$ cat src/rtl/fci_pkg.sv
package fci_pkg;

  // Store geometry.
  localparam int ADDR_BITS_DEF = 16;
  localparam int SECTOR_BITS   = 8;
  localparam int BUS_ADDR_BITS = 16;

  localparam logic [7:0] ERASED_BYTE = 8'hFF;

  // Command bytes of the two-write command sequences.
  localparam logic [7:0] CMD_ERASE_SETUP   = 8'h20;
  localparam logic [7:0] CMD_ERASE_CONFIRM = 8'hD0;
  localparam logic [7:0] CMD_PROGRAM_SETUP = 8'h10;

  // Final read addresses, first address and length of the protection sequence.
  localparam logic [15:0] SEQ_UNPROTECT = 16'h041a;
  localparam logic [15:0] SEQ_PROTECT   = 16'h040a;
  localparam logic [15:0] SEQ_FIRST     = 16'h1823;
  localparam logic [2:0]  SEQ_LEN       = 3'd6;

  // Address expected at each step of the protection sequence.
  function automatic logic [15:0] seq_addr(input logic [2:0] step);
    logic [15:0] a;
    unique case (step)
      3'd0:    a = 16'h1823;
      3'd1:    a = 16'h1820;
      3'd2:    a = 16'h1822;
      3'd3:    a = 16'h0418;
      3'd4:    a = 16'h041b;
      3'd5:    a = 16'h0419;
      default: a = SEQ_FIRST;
    endcase
    return a;
  endfunction

  // Controller states, one-hot.
  typedef enum logic [4:0] {
    S_CLEAR  = 5'b00001,
    S_IDLE   = 5'b00010,
    S_PGM    = 5'b00100,
    S_ERASE  = 5'b01000,
    S_FINISH = 5'b10000
  } state_t;

  // Command phase of the write sequence.
  typedef enum logic [1:0] {
    PH_IDLE    = 2'd0,
    PH_ERASE   = 2'd1,
    PH_PROGRAM = 2'd2
  } phase_t;

  // Controller to datapath.
  typedef struct packed {
    logic capture;
    logic clear_step;
    logic erase_step;
    logic pgm_write;
    logic out_load;
    logic protect;
    logic rejected;
  } ctrl_cmd_t;

  // Datapath to controller.
  typedef struct packed {
    logic clear_last;
    logic sector_last;
    logic out_free;
  } dp_status_t;

endpackage

$ cat src/rtl/fci_ctrl.sv
module fci_ctrl
  import fci_pkg::*;
(
  input  logic                     clk,
  input  logic                     rst_n,
  input  logic                     in_valid,
  output logic                     in_ready,
  input  logic                     in_mode,
  input  logic [BUS_ADDR_BITS-1:0] in_address,
  input  logic [7:0]               in_write_data,
  input  dp_status_t               status,
  output ctrl_cmd_t                cmd
);

  state_t     state_r, state_nxt;
  phase_t     phase_r, phase_nxt;
  logic [2:0] step_r, step_nxt;
  logic       protect_r, protect_nxt;
  logic       rej_r, rej_nxt;
  logic       accept;
  logic       first_hit;

  assign in_ready  = (state_r == S_IDLE);
  assign accept    = in_valid && in_ready;
  assign first_hit = (in_address == SEQ_FIRST);

  // Per-state store and output commands, protection recognizer, command phase and next state.
  always_comb begin
    state_nxt   = state_r;
    phase_nxt   = phase_r;
    step_nxt    = step_r;
    protect_nxt = protect_r;
    rej_nxt     = rej_r;
    cmd         = '0;
    cmd.protect  = protect_r;
    cmd.rejected = rej_r;

    unique case (state_r)
      S_CLEAR: begin
        cmd.clear_step = 1'b1;
        if (status.clear_last) begin
          state_nxt = S_IDLE;
        end
      end
      S_IDLE: begin
        if (accept) begin
          cmd.capture = 1'b1;
          rej_nxt     = 1'b0;
          state_nxt   = S_FINISH;
          if (!in_mode) begin
            // A read cancels any armed command and advances or restarts the sequence.
            phase_nxt = PH_IDLE;
            if (step_r >= SEQ_LEN) begin
              if (in_address == SEQ_UNPROTECT) begin
                protect_nxt = 1'b0;
              end else if (in_address == SEQ_PROTECT) begin
                protect_nxt = 1'b1;
              end
              step_nxt = first_hit ? 3'd1 : 3'd0;
            end else if (in_address == seq_addr(step_r)) begin
              step_nxt = step_r + 3'd1;
            end else begin
              step_nxt = first_hit ? 3'd1 : 3'd0;
            end
          end else begin
            step_nxt  = 3'd0;
            phase_nxt = PH_IDLE;
            unique case (phase_r)
              PH_ERASE: begin
                if (in_write_data == CMD_ERASE_CONFIRM) begin
                  if (protect_r) begin
                    rej_nxt = 1'b1;
                  end else begin
                    state_nxt = S_ERASE;
                  end
                end
              end
              PH_PROGRAM: begin
                if (protect_r) begin
                  rej_nxt = 1'b1;
                end else begin
                  state_nxt = S_PGM;
                end
              end
              default: begin
                if (in_write_data == CMD_ERASE_SETUP) begin
                  phase_nxt = PH_ERASE;
                end else if (in_write_data == CMD_PROGRAM_SETUP) begin
                  phase_nxt = PH_PROGRAM;
                end
              end
            endcase
          end
        end
      end
      S_PGM: begin
        cmd.pgm_write = 1'b1;
        state_nxt     = S_FINISH;
      end
      S_ERASE: begin
        cmd.erase_step = 1'b1;
        if (status.sector_last) begin
          state_nxt = S_FINISH;
        end
      end
      S_FINISH: begin
        if (status.out_free) begin
          cmd.out_load = 1'b1;
          state_nxt    = S_IDLE;
        end
      end
      default: begin
        state_nxt = S_IDLE;
      end
    endcase
  end

  // Control registers.
  always_ff @(posedge clk) begin
    if (!rst_n) begin
      state_r   <= S_CLEAR;
      phase_r   <= PH_IDLE;
      step_r    <= 3'd0;
      protect_r <= 1'b1;
      rej_r     <= 1'b0;
    end else begin
      state_r   <= state_nxt;
      phase_r   <= phase_nxt;
      step_r    <= step_nxt;
      protect_r <= protect_nxt;
      rej_r     <= rej_nxt;
    end
  end

endmodule

$ cat config.mk
export PLATFORM = sky130hd
export DESIGN_NAME = fci_ctrl
export DESIGN_NICKNAME = d
export VERILOG_FILES = /design/src/rtl/fci_pkg.sv /design/src/rtl/fci_ctrl.sv
export SDC_FILE = /design/constraint.sdc
export NUM_CORES = 1
export LEC_CHECK = 0
export BUFFER_PORTS_ARGS = -buffer_cell sky130_fd_sc_hd__buf_4
export CAP_MARGIN = 20
export CORE_ASPECT_RATIO = 1.25
export CORE_MARGIN = 2
export CORE_UTILIZATION = 47
export CTS_CLUSTER_SIZE = 24
export DETAILED_ROUTE_END_ITERATION = 8
export PLACE_DENSITY = 0.77
export SLEW_MARGIN = 20
export SYNTH_ARGS = -nofsm -noshare
export SYNTH_HDL_FRONTEND = slang
export SYNTH_SLANG_ARGS = --single-unit
export TNS_END_PERCENT = 50
$ cat constraint.sdc
create_clock -name clk -period 4.9 [get_ports clk]
set_clock_uncertainty 0.2 [all_clocks]
set_input_delay 0.245 -clock clk [delete_from_list [all_inputs] [get_ports clk]]
set_output_delay 0.245 -clock clk [all_outputs]
set_load 0.005 [all_outputs]
==> results of run 1 <==
## report_power, final
part / switching (mW) / internal (mW) / total, mW
sequential: 0.00238 / 0.0995 / 0.102
combinational: 0.0213 / 0.0288 / 0.0502
clock: 0.0351 / 0.0452 / 0.0804
total: 0.0589 / 0.174 / 0.232
## what timing repair did
| action | in CTS | in global routing |
|---|---|---|
| hold buffers | 1 | 0 |
| endpoints found under the hold margin | 1 | 0 |
| endpoints found under the setup margin | 0 | 0 |
## flip-flops by register name, summed over array words and instances, names as in the netlist
signal and flops:
protect_r 1, rej_r 1, step_r 3, state_r 5, phase_r 2
## cells in the final DEF (no fill, tap or decap), types with 2 or more instances in the layout
cell       n
nand2_1    8
nand3_1    3
nor3_1     3
buf_4     38
nor2_1    12
ha_1       9
nor4b_1    3
inv_1     11
or3b_1     2
o32ai_1    2
or3_1      4
nor4_1     6
nand4_1    6
mux2i_1    2
nor2b_1    3
clkbuf_4   3
dfxtp_1   12
nand2b_1   4
a21oi_1    5
o21ai_0    3
nor3b_1    2
## cells by family (layout without fill, tap and decap cells)
| kind of cell | count (synthesis) | count (layout) | share of synthesized area (%) |
|---|---|---|---|
| buf+inv | 15 | 55 | 7.21 |
| mux | 2 | 2 | 1.99 |
| xor+xnor | 1 | 1 | 0.870 |
| simple gates | 68 | 68 | 40.5 |
| fa+ha+maj | 9 | 9 | 11.2 |
| compound gates | 20 | 20 | 14.4 |
| flops | 12 | 12 | 23.9 |
## routing by layer
layer	up-vias	track usage, %	routed length, um
li1	547	-	-
met1	511	24.1	1020
met5	-	0	0
met2	43	40.6	1330
met4	0	8.40	38
met3	4	3.57	162
## worst reg2reg max path: cells and delay by family (launching register included)
family / cells / cell delay (ns)
buf+inv: 1 / 0.11
simple gates: 1 / 0.20
flops: 1 / 0.39
fa+ha+maj: 1 / 0.36
compound gates: 3 / 0.97
## cell type report
class	instances	area [um2]	area share, %
flip-flops and latches	12	240	17.9
clock buffers	4	36.3	2.71
repair buffers	39	295	22.0
well taps	20	25.0	1.87
multi-input cells	100	694	51.8
inverters	12	50.0	3.73
## path summary, 6_finish.rpt
check,start,endpoint,slack [ns]
setup / recovery,step_r[1],step_r[1],2.56
hold / removal,in_mode,state_r[2],0.03
setup reg to reg,step_r[1],step_r[1],2.56
hold reg to reg,rej_r,rej_r,0.26
## through the flow
stage               std cells  worst slack, ns  area, um2
floorplan                 127             2.84       1010
finish                    187             2.56       1340
CTS                       187             2.60       1340
global placement          182             2.77       1290
global route              187             2.33       1340
detailed placement        182             2.62       1290
==> results.cfg, run 1 <==
[finish]
syn2layout_area_growth_pct = 33.2
antennaDiodeCount = 0
fin_util_pct = 66.9
nets = 208
fillCellCount = 182
drive_above_1_share_pct = 29.3

[clocking]
clk_pin_slew_ns = 0.08
cts_tree = done
cts_resized = 0
cts_setup_buffers = 0
cts-root-buf = clkbuf_4
clock_sinks = 12
numCtsBuffers = 3
htree_levels = 1
worstSkewPairLatency_ns = 0.28
cts_buffer_depth = 2

[outcome]
status = finished, final reports clean

[die]
start_util_pct = 50.2
die_h_um = 55.8
die_area_mm2 = 0.00253
core_area_mm2 = 0.00200
die_width_um = 45.4
placementRows = 18
io_pins = 39

[global_route]
grt_pass1_wl_um = 4320
gr-total-overflow = 0
grt_usage_pct = 22.3
grt_pass1_vias = 1070
grt_max_degree = 11
antenna_found_initial = 0

[detailed_routing]
ant_nets = 0
drt_iter0_drc = 17
via_per_inst = 5.91
drc = 0
routed_wl_um = 2550
first_pass_iters = 4
wl_per_cell_um = 13.6
vias = 1105

[critical_path]
crit_family = compound AO/OA/AOI/OAI gates
setup.worst_path.start_class = flop
required_ns = 4.88
critPathKind = reg -> reg
cp_cell_sequence = inv_1 -> ha_1 -> a211o_1 -> a2111oi_2 -> nand4_1 -> o32ai_1
crit_buf_inv = 1
critPathCaptureType = flop
critical-path-slowest-cell = a2111oi_2
crit_path_max_incr_delay_ns = 0.50
cp.depth = 6
worstPathMaxFanout = 5
worstPathArrival_ns = 2.32
reg2reg_depth = 6

[synth]
synth_top_area_share_pct = 23.9
synth_area_leader_cell = dfxtp_1
synth-async-reset-ratio_pct = 0
synth_warnings = 0
synth.distinct_cells = 44
ys_top_cells_by_count = dfxtp_1 (12), nor2_1 (12), inv_1 (11)
syn-num-nets = 167
synthCells = 127
ys.flop_type = dfxtp_1
ys_seq_area_share_pct = 23.9
synth-seq-cells = 12
synth.cell_area_mm2 = 0.00101
synth_edf_count = 0
ys_top_cells_by_area = dfxtp_1 (24%), ha_1 (11%), nor2_1 (4.5%)
syn_avg_cell_area_um2 = 7.93

[sta]
timing.hold.ws_ns = 0.0330
finalSetupViolations = 0
max_slew_margin_pct = 57.3
tns_ns = 0
fin_crit_ns = 2.34
finalCritPeriodShare_pct = 47.9
slew_viol_final = 0
hold_viol = 0
rsz0062_at_grt = false
max_clock_freq_mhz = 426
worstMarginPinSlew_ns = 0.631

[power]
p_leak_nw = 0.555
powerDensity_mw_per_mm2 = 173
vdd_drop_max_mv = 0.173
power_mw = 0.232

[placed_design]
port_buffers = 38
dp_hpwl_um = 2110
finalWeightedCongestion = 0.887

[job]
maxCapViolations = 0

[hold_path]
hold_depth = 3
hold_class = in -> reg
No activity file was read; power rests on OpenSTA's default activity.
==> run 2, diff against run 1 <==
--- a/config.mk
+++ b/config.mk
@@ -5,6 +5,7 @@
 export SDC_FILE = /design/constraint.sdc
 export NUM_CORES = 1
 export LEC_CHECK = 0
+export ABC_AREA = 1
 export BUFFER_PORTS_ARGS = -buffer_cell sky130_fd_sc_hd__buf_4
 export CAP_MARGIN = 20
 export CORE_ASPECT_RATIO = 1.25
@@ -12,7 +13,7 @@
 export CORE_UTILIZATION = 47
 export CTS_CLUSTER_SIZE = 24
 export DETAILED_ROUTE_END_ITERATION = 8
-export PLACE_DENSITY = 0.77
+export PLACE_DENSITY = 0.74
 export SLEW_MARGIN = 20
 export SYNTH_ARGS = -nofsm -noshare
 export SYNTH_HDL_FRONTEND = slang
==> constraint.sdc (replaced) <==
create_clock -name clk -period 2.2 [get_ports clk]
set_clock_uncertainty 0.2 [all_clocks]
set_input_delay 0.11 -clock clk [delete_from_list [all_inputs] [get_ports clk]]
set_output_delay 0.11 -clock clk [all_outputs]
set_load 0.005 [all_outputs]
==> results.cfg, run 2 <==
[sta]
fin_crit_ns = 1.99
hold_viol = 0
finalCritPeriodShare_pct = 90.3
tns_ns = 0
max_clock_freq_mhz = 503
finalSetupViolations = 0
rsz0062_at_grt = false
fin_ws_ns = 0.213
worstMarginPinSlew_ns = 0.285
max_slew_margin_pct = 80.9
slew_viol_final = 0

[power]
p_leak_nw = 0.844
p_int_mw = 0.433
powerDensity_mw_per_mm2 = 375
switching_share_pct = 31.4
p_sw_mw = 0.199
p_comb_share_pct = 33.0
p_clk_share_pct = 28.6
vdd_drop_max_mv = 0.356
seqPwrFrac_pct = 38.3

[finish]
syn2layout_area_growth_pct = 36.2
top_regs = state_r x5, step_r x3, phase_r x2
multi_input_area_um2 = 836
fillCellCount = 223
nets = 280
layout_common_cells = buf_4 (38), nand2_1 (35), inv_1 (32)
top_register = state_r
final_common_cell = buf_4
drive_above_1_share_pct = 31.0
antennaDiodeCount = 0
seq_area_um2 = 240
largest_register_ffs = 5

[global_route]
antenna_found_initial = 0
gr-total-overflow = 0
grt_usage_pct = 20.7
grt_max_degree = 9
grt_pass1_vias = 1226
grt_pass1_wl_um = 4930

[synth]
ys_seq_area_share_pct = 19.4
syn-num-nets = 229
synth-compound-area-share_pct = 8.09
synth_mux_area_share_pct = 0
synth_xor_area_share_pct = 2.02
ys.flop_type = dfxtp_1
yosys.area_share.simple_pct = 48.3
synth-seq-cells = 12
synth-async-reset-ratio_pct = 0
synth_top_family_by_area = simple AND/OR/NAND/NOR gates
yosys.area_share.adder_pct = 9.10
syn_avg_cell_area_um2 = 6.55
synth_most_common_cell = nand2_1
synthCells = 189
synth_top_area_share_pct = 19.4
synth.distinct_cells = 33
ys_top_cells_by_area = dfxtp_1 (19%), nand2_1 (11%), inv_1 (9.7%)
synth_edf_count = 0
ys_top_cells_by_count = nand2_1 (35), inv_1 (32), nor2_1 (24)
synth.cell_area_mm2 = 0.00124
synth_warnings = 0
synth_area_leader_cell = dfxtp_1

[placed_design]
pre_cts_slack_ns = 0.228
finalWeightedCongestion = 0.824
port_buffers = 38
dp_hpwl_um = 2360

[critical_path]
critPathKind = reg -> reg
worstPathArrival_ns = 2.00
worstPathMaxFanout = 5
cp_cell_sequence = inv_1 -> ha_1 -> inv_1 -> nand3_4 -> xor2_2 -> inv_1 -> nor2_1 -> nand4_1 -> a21oi_1
setup.worst_path.start_class = flop
reg2reg_depth = 9
required_ns = 2.21
critical-path-slowest-cell = dfxtp_1
crit_top_cell = inv_1
critPathCaptureType = flop
crit_path_max_incr_delay_ns = 0.42

[clocking]
worstSkewPairLatency_ns = 0.28
numCtsBuffers = 3
clock_sinks = 12
cts_tree = done
cts_buffer_depth = 2
cts_setup_buffers = 0
htree_levels = 1
cts-root-buf = clkbuf_4
cts_resized = 0
clk_pin_slew_ns = 0.08

[detailed_routing]
wl_per_cell_um = 10.9
ant_nets = 0
drc = 0
via_per_inst = 5.01
first_pass_iters = 4
drt_iter0_drc = 37
routed_wl_um = 2970
vias = 1364

[die]
io_pins = 39
die_area_mm2 = 0.00306
placementRows = 20
die_h_um = 61.4
start_util_pct = 49.9
die_width_um = 49.9
core_area_mm2 = 0.00248

[hold_path]
hold_depth = 6
hold_class = in -> reg

[outcome]
status = finished, final reports clean

[job]
maxCapViolations = 0
## run 2: path summary, 6_finish.rpt
check                to  slack (ns)              from
min          phase_r[0]        0.03  in_write_data[0]
min reg2reg  phase_r[1]        0.30        phase_r[1]
max reg2reg   step_r[1]        0.21         step_r[1]
max           step_r[1]        0.21         step_r[1]
## run 2: kinds of logic after synthesis
kind of cell / count (synthesis)
adders and majority gates: 9
xor gates and xnor gates: 2
AOI/OAI and AO/OA: 17
and+or+nand+nor: 108
buffers and inverters: 41
DFF: 12
## run 2: what timing repair did
action,in CTS,in global routing
hold endpoints to repair,12,1
hold buffers,10,1
setup endpoints to repair,0,1
## run 2: layer usage
metal  global-route usage [%]  share of wire (%)
met5                        0                  0
met4                     8.33                2.4
met3                     2.18                3.4
met2                     38.5                 50
met1                     24.7                 44
## run 2: stage by stage
| stage | power (mW) | utilization [%] | hold WS (ns) | area, um2 | instances |
|---|---|---|---|---|---|
| floorplan | 0.354 | - | -0.0208 | 1240 | 189 |
| global placement | 0.432 | 62.5 | 0.141 | 1550 | 258 |
| detailed placement | 0.438 | 62.5 | 0.162 | 1550 | 258 |
| CTS | 0.633 | 68.0 | 0.0309 | 1690 | 272 |
| global route | 0.670 | 68.0 | 0.0727 | 1690 | 272 |
| finish | 0.632 | 68.0 | 0.0324 | 1690 | 272 |
## run 2: critical path, delay by kind of cell (launching register included)
kind | cells | cell delay (ns)
compound gates | 1 | 0.13
xor+xnor | 1 | 0.18
fa+ha+maj | 1 | 0.36
buf+inv | 3 | 0.30
flops | 1 | 0.42
simple gates | 3 | 0.34
## run 2: power groups by stage
stage	Sequential [mW]	Clock [mW]	Combinational (mW)
6_report	0.242	0.181	0.209
3_3_place_gp	0.247	0	0.185
4_1_cts	0.242	0.184	0.207
5_1_grt	0.244	0.195	0.232
2_1_floorplan	0.245	0	0.109
3_5_place_dp	0.247	0	0.191
## run 2: cell type report
| type | instances | share of cell area [%] |
|---|---|---|
| clock buffers | 4 | 2.15 |
| inverters | 39 | 8.69 |
| multi-input cells | 136 | 49.6 |
| flip-flops and latches | 12 | 14.3 |
| well taps | 33 | 2.45 |
| repair buffers | 48 | 22.9 |
==> run 3, diff against run 2 <==
--- a/config.mk
+++ b/config.mk
@@ -13,6 +13,7 @@
 export CORE_UTILIZATION = 47
 export CTS_CLUSTER_SIZE = 24
 export DETAILED_ROUTE_END_ITERATION = 8
+export HOLD_SLACK_MARGIN = 0.1
 export PLACE_DENSITY = 0.74
 export SLEW_MARGIN = 20
 export SYNTH_ARGS = -nofsm -noshare
==> results.cfg, run 3 (synthesis gave the netlist of run 2 again) <==
[critical_path]
crit_buf_inv = 2
rrSetupSlack_ns = 0.12
cp_cell_sequence = nor2_4 -> nand4_2 -> inv_2 -> nand2_4 -> nor2_4 -> nand3_1 -> a21oi_1 -> nand3b_1 -> dlygate4sd3_1
reg2reg_to = protect_r
critical-path-slowest-cell = dlygate4sd3_1
crit_family = simple AND/OR/NAND/NOR gates
critPathCaptureType = flop
crit_top_cell = nor2_4
required_ns = 2.22
reg2reg_depth = 9
cp.depth = 9
crit_path_max_incr_delay_ns = 0.54
reg2reg_from = state_r[2]
worstPathArrival_ns = 2.10
cp-startpoint = state_r[2]
critPathKind = reg -> reg
worstPathMaxFanout = 8
setup.worst_path.start_class = flop
endpoint = protect_r

[clocking]
cts_tree = done
worstSkewPairLatency_ns = 0.28
cts_resized = 0
clk_pin_slew_ns = 0.08
clock_sinks = 12
numCtsBuffers = 3
cts_setup_buffers = 0
cts-root-buf = clkbuf_4
cts_buffer_depth = 2
htree_levels = 1

[outcome]
status = finished, final reports clean

[finish]
antennaDiodeCount = 0
seq_area_um2 = 240
nets = 288
drive_above_1_share_pct = 30.0
largest_register_ffs = 5
top_register = state_r
syn2layout_area_growth_pct = 42.7
top_regs = state_r x5, step_r x3, phase_r x2
final_cells = 280
multi_input_area_um2 = 836
final_common_cell = buf_4
fillCellCount = 215
layout_common_cells = buf_4 (38), nand2_1 (35), inv_1 (32)

[die]
start_util_pct = 49.9
die_area_mm2 = 0.00306
core_area_mm2 = 0.00248
io_pins = 39
die_width_um = 49.9
placementRows = 20
die_h_um = 61.4

[global_route]
antenna_found_initial = 0
gr-total-overflow = 0
grt_pass1_wl_um = 5130
grt_max_degree = 9
grt_usage_pct = 21.6
grt_pass1_vias = 1274

[job]
maxCapViolations = 0

[detailed_routing]
drt_iter0_drc = 38
wl_per_cell_um = 11.1
first_pass_iters = 4
routed_wl_um = 3100
vias = 1397
via_per_inst = 4.99
drc = 0
ant_nets = 0

[power]
vdd_drop_max_mv = 0.356
powerDensity_mw_per_mm2 = 363
power_mw = 0.642
p_leak_nw = 0.878

[placed_design]
place_inst = 258
finalWeightedCongestion = 0.824
port_buffers = 38
dp_hpwl_um = 2360

[sta]
max_slew_margin_pct = 80.2
rsz0062_at_grt = true
tns_ns = 0
finalSetupViolations = 0
worstMarginPinSlew_ns = 0.295
slew_viol_final = 0
max_clock_freq_mhz = 480
hold_viol = 0
fin_crit_ns = 2.08
finalCritPeriodShare_pct = 94.7

[hold_path]
hold_class = in -> reg
-- run 3: changes by cell type in the layout (fill, tap and decap cells not counted) --
| cell | change |
|---|---|
| dlygate4sd3_1 | +8 |
-- run 3: area by class of cell --
class,instances,share of cell area [%]
multi-input combinational,136,47.3
timing repair buffer,56,26.4
clock buffer,4,2.06
inverter,39,8.29
sequential,12,13.6
tap,33,2.34
-- run 3: power breakdown --
group | total, mW | switching, mW | leakage (nW) | internal (mW)
Combinational | 0.220 | 0.110 | 0.759 | 0.110
Sequential | 0.242 | 0.0114 | 0.0978 | 0.231
Clock | 0.180 | 0.0789 | 0.0210 | 0.101
-- run 3: worst register-to-register path: cells and delay by family, from the launching register on --
| kind | cells | cell delay [ns] |
|---|---|---|
| buf+inv | 2 | 0.67 |
| simple gates | 6 | 0.68 |
| compound gates | 1 | 0.12 |
| flops | 1 | 0.35 |
-- run 3: per-layer routing --
metal	track usage [%]	up-vias	wire length [um]
met2	41.0	45	1620
li1	-	722	-
met5	0	-	0
met3	2.18	4	117
met1	25.3	626	1340
met4	8.33	0	32
-- run 3: worst min-delay path by stage --
stage	from	to	slack, ns	cells past startpoint
after detailed placement	rst_n	state_r[0]	0.16	2
after global placement	rst_n	state_r[0]	0.14	2
after floorplan	rst_n	state_r[0]	-0.02	1
after CTS	in_address[0]	step_r[0]	0.11	7
final	status[2]	state_r[2]	0.12	7
after global routing	in_address[0]	step_r[2]	0.13	6
-- run 3: what timing repair did --
action,CTS,global route
hold endpoints to repair,12,2
hold buffers,18,1
endpoints found under the setup margin,0,3
-- run 3: stage by stage --
| stage | hold slack (ns) | utilization [%] | cell area, um2 | worst slack [ns] |
|---|---|---|---|---|
| 6_report | 0.119 | 71.3 | 1770 | 0.116 |
| 5_1_grt | 0.126 | 71.3 | 1770 | -0.0220 |
| 4_1_cts | 0.111 | 71.3 | 1770 | 0.127 |
| 3_5_place_dp | 0.162 | 62.5 | 1550 | 0.228 |
| 3_3_place_gp | 0.141 | 62.5 | 1550 | 0.300 |
| 2_1_floorplan | -0.0208 | - | 1240 | 0.424 |
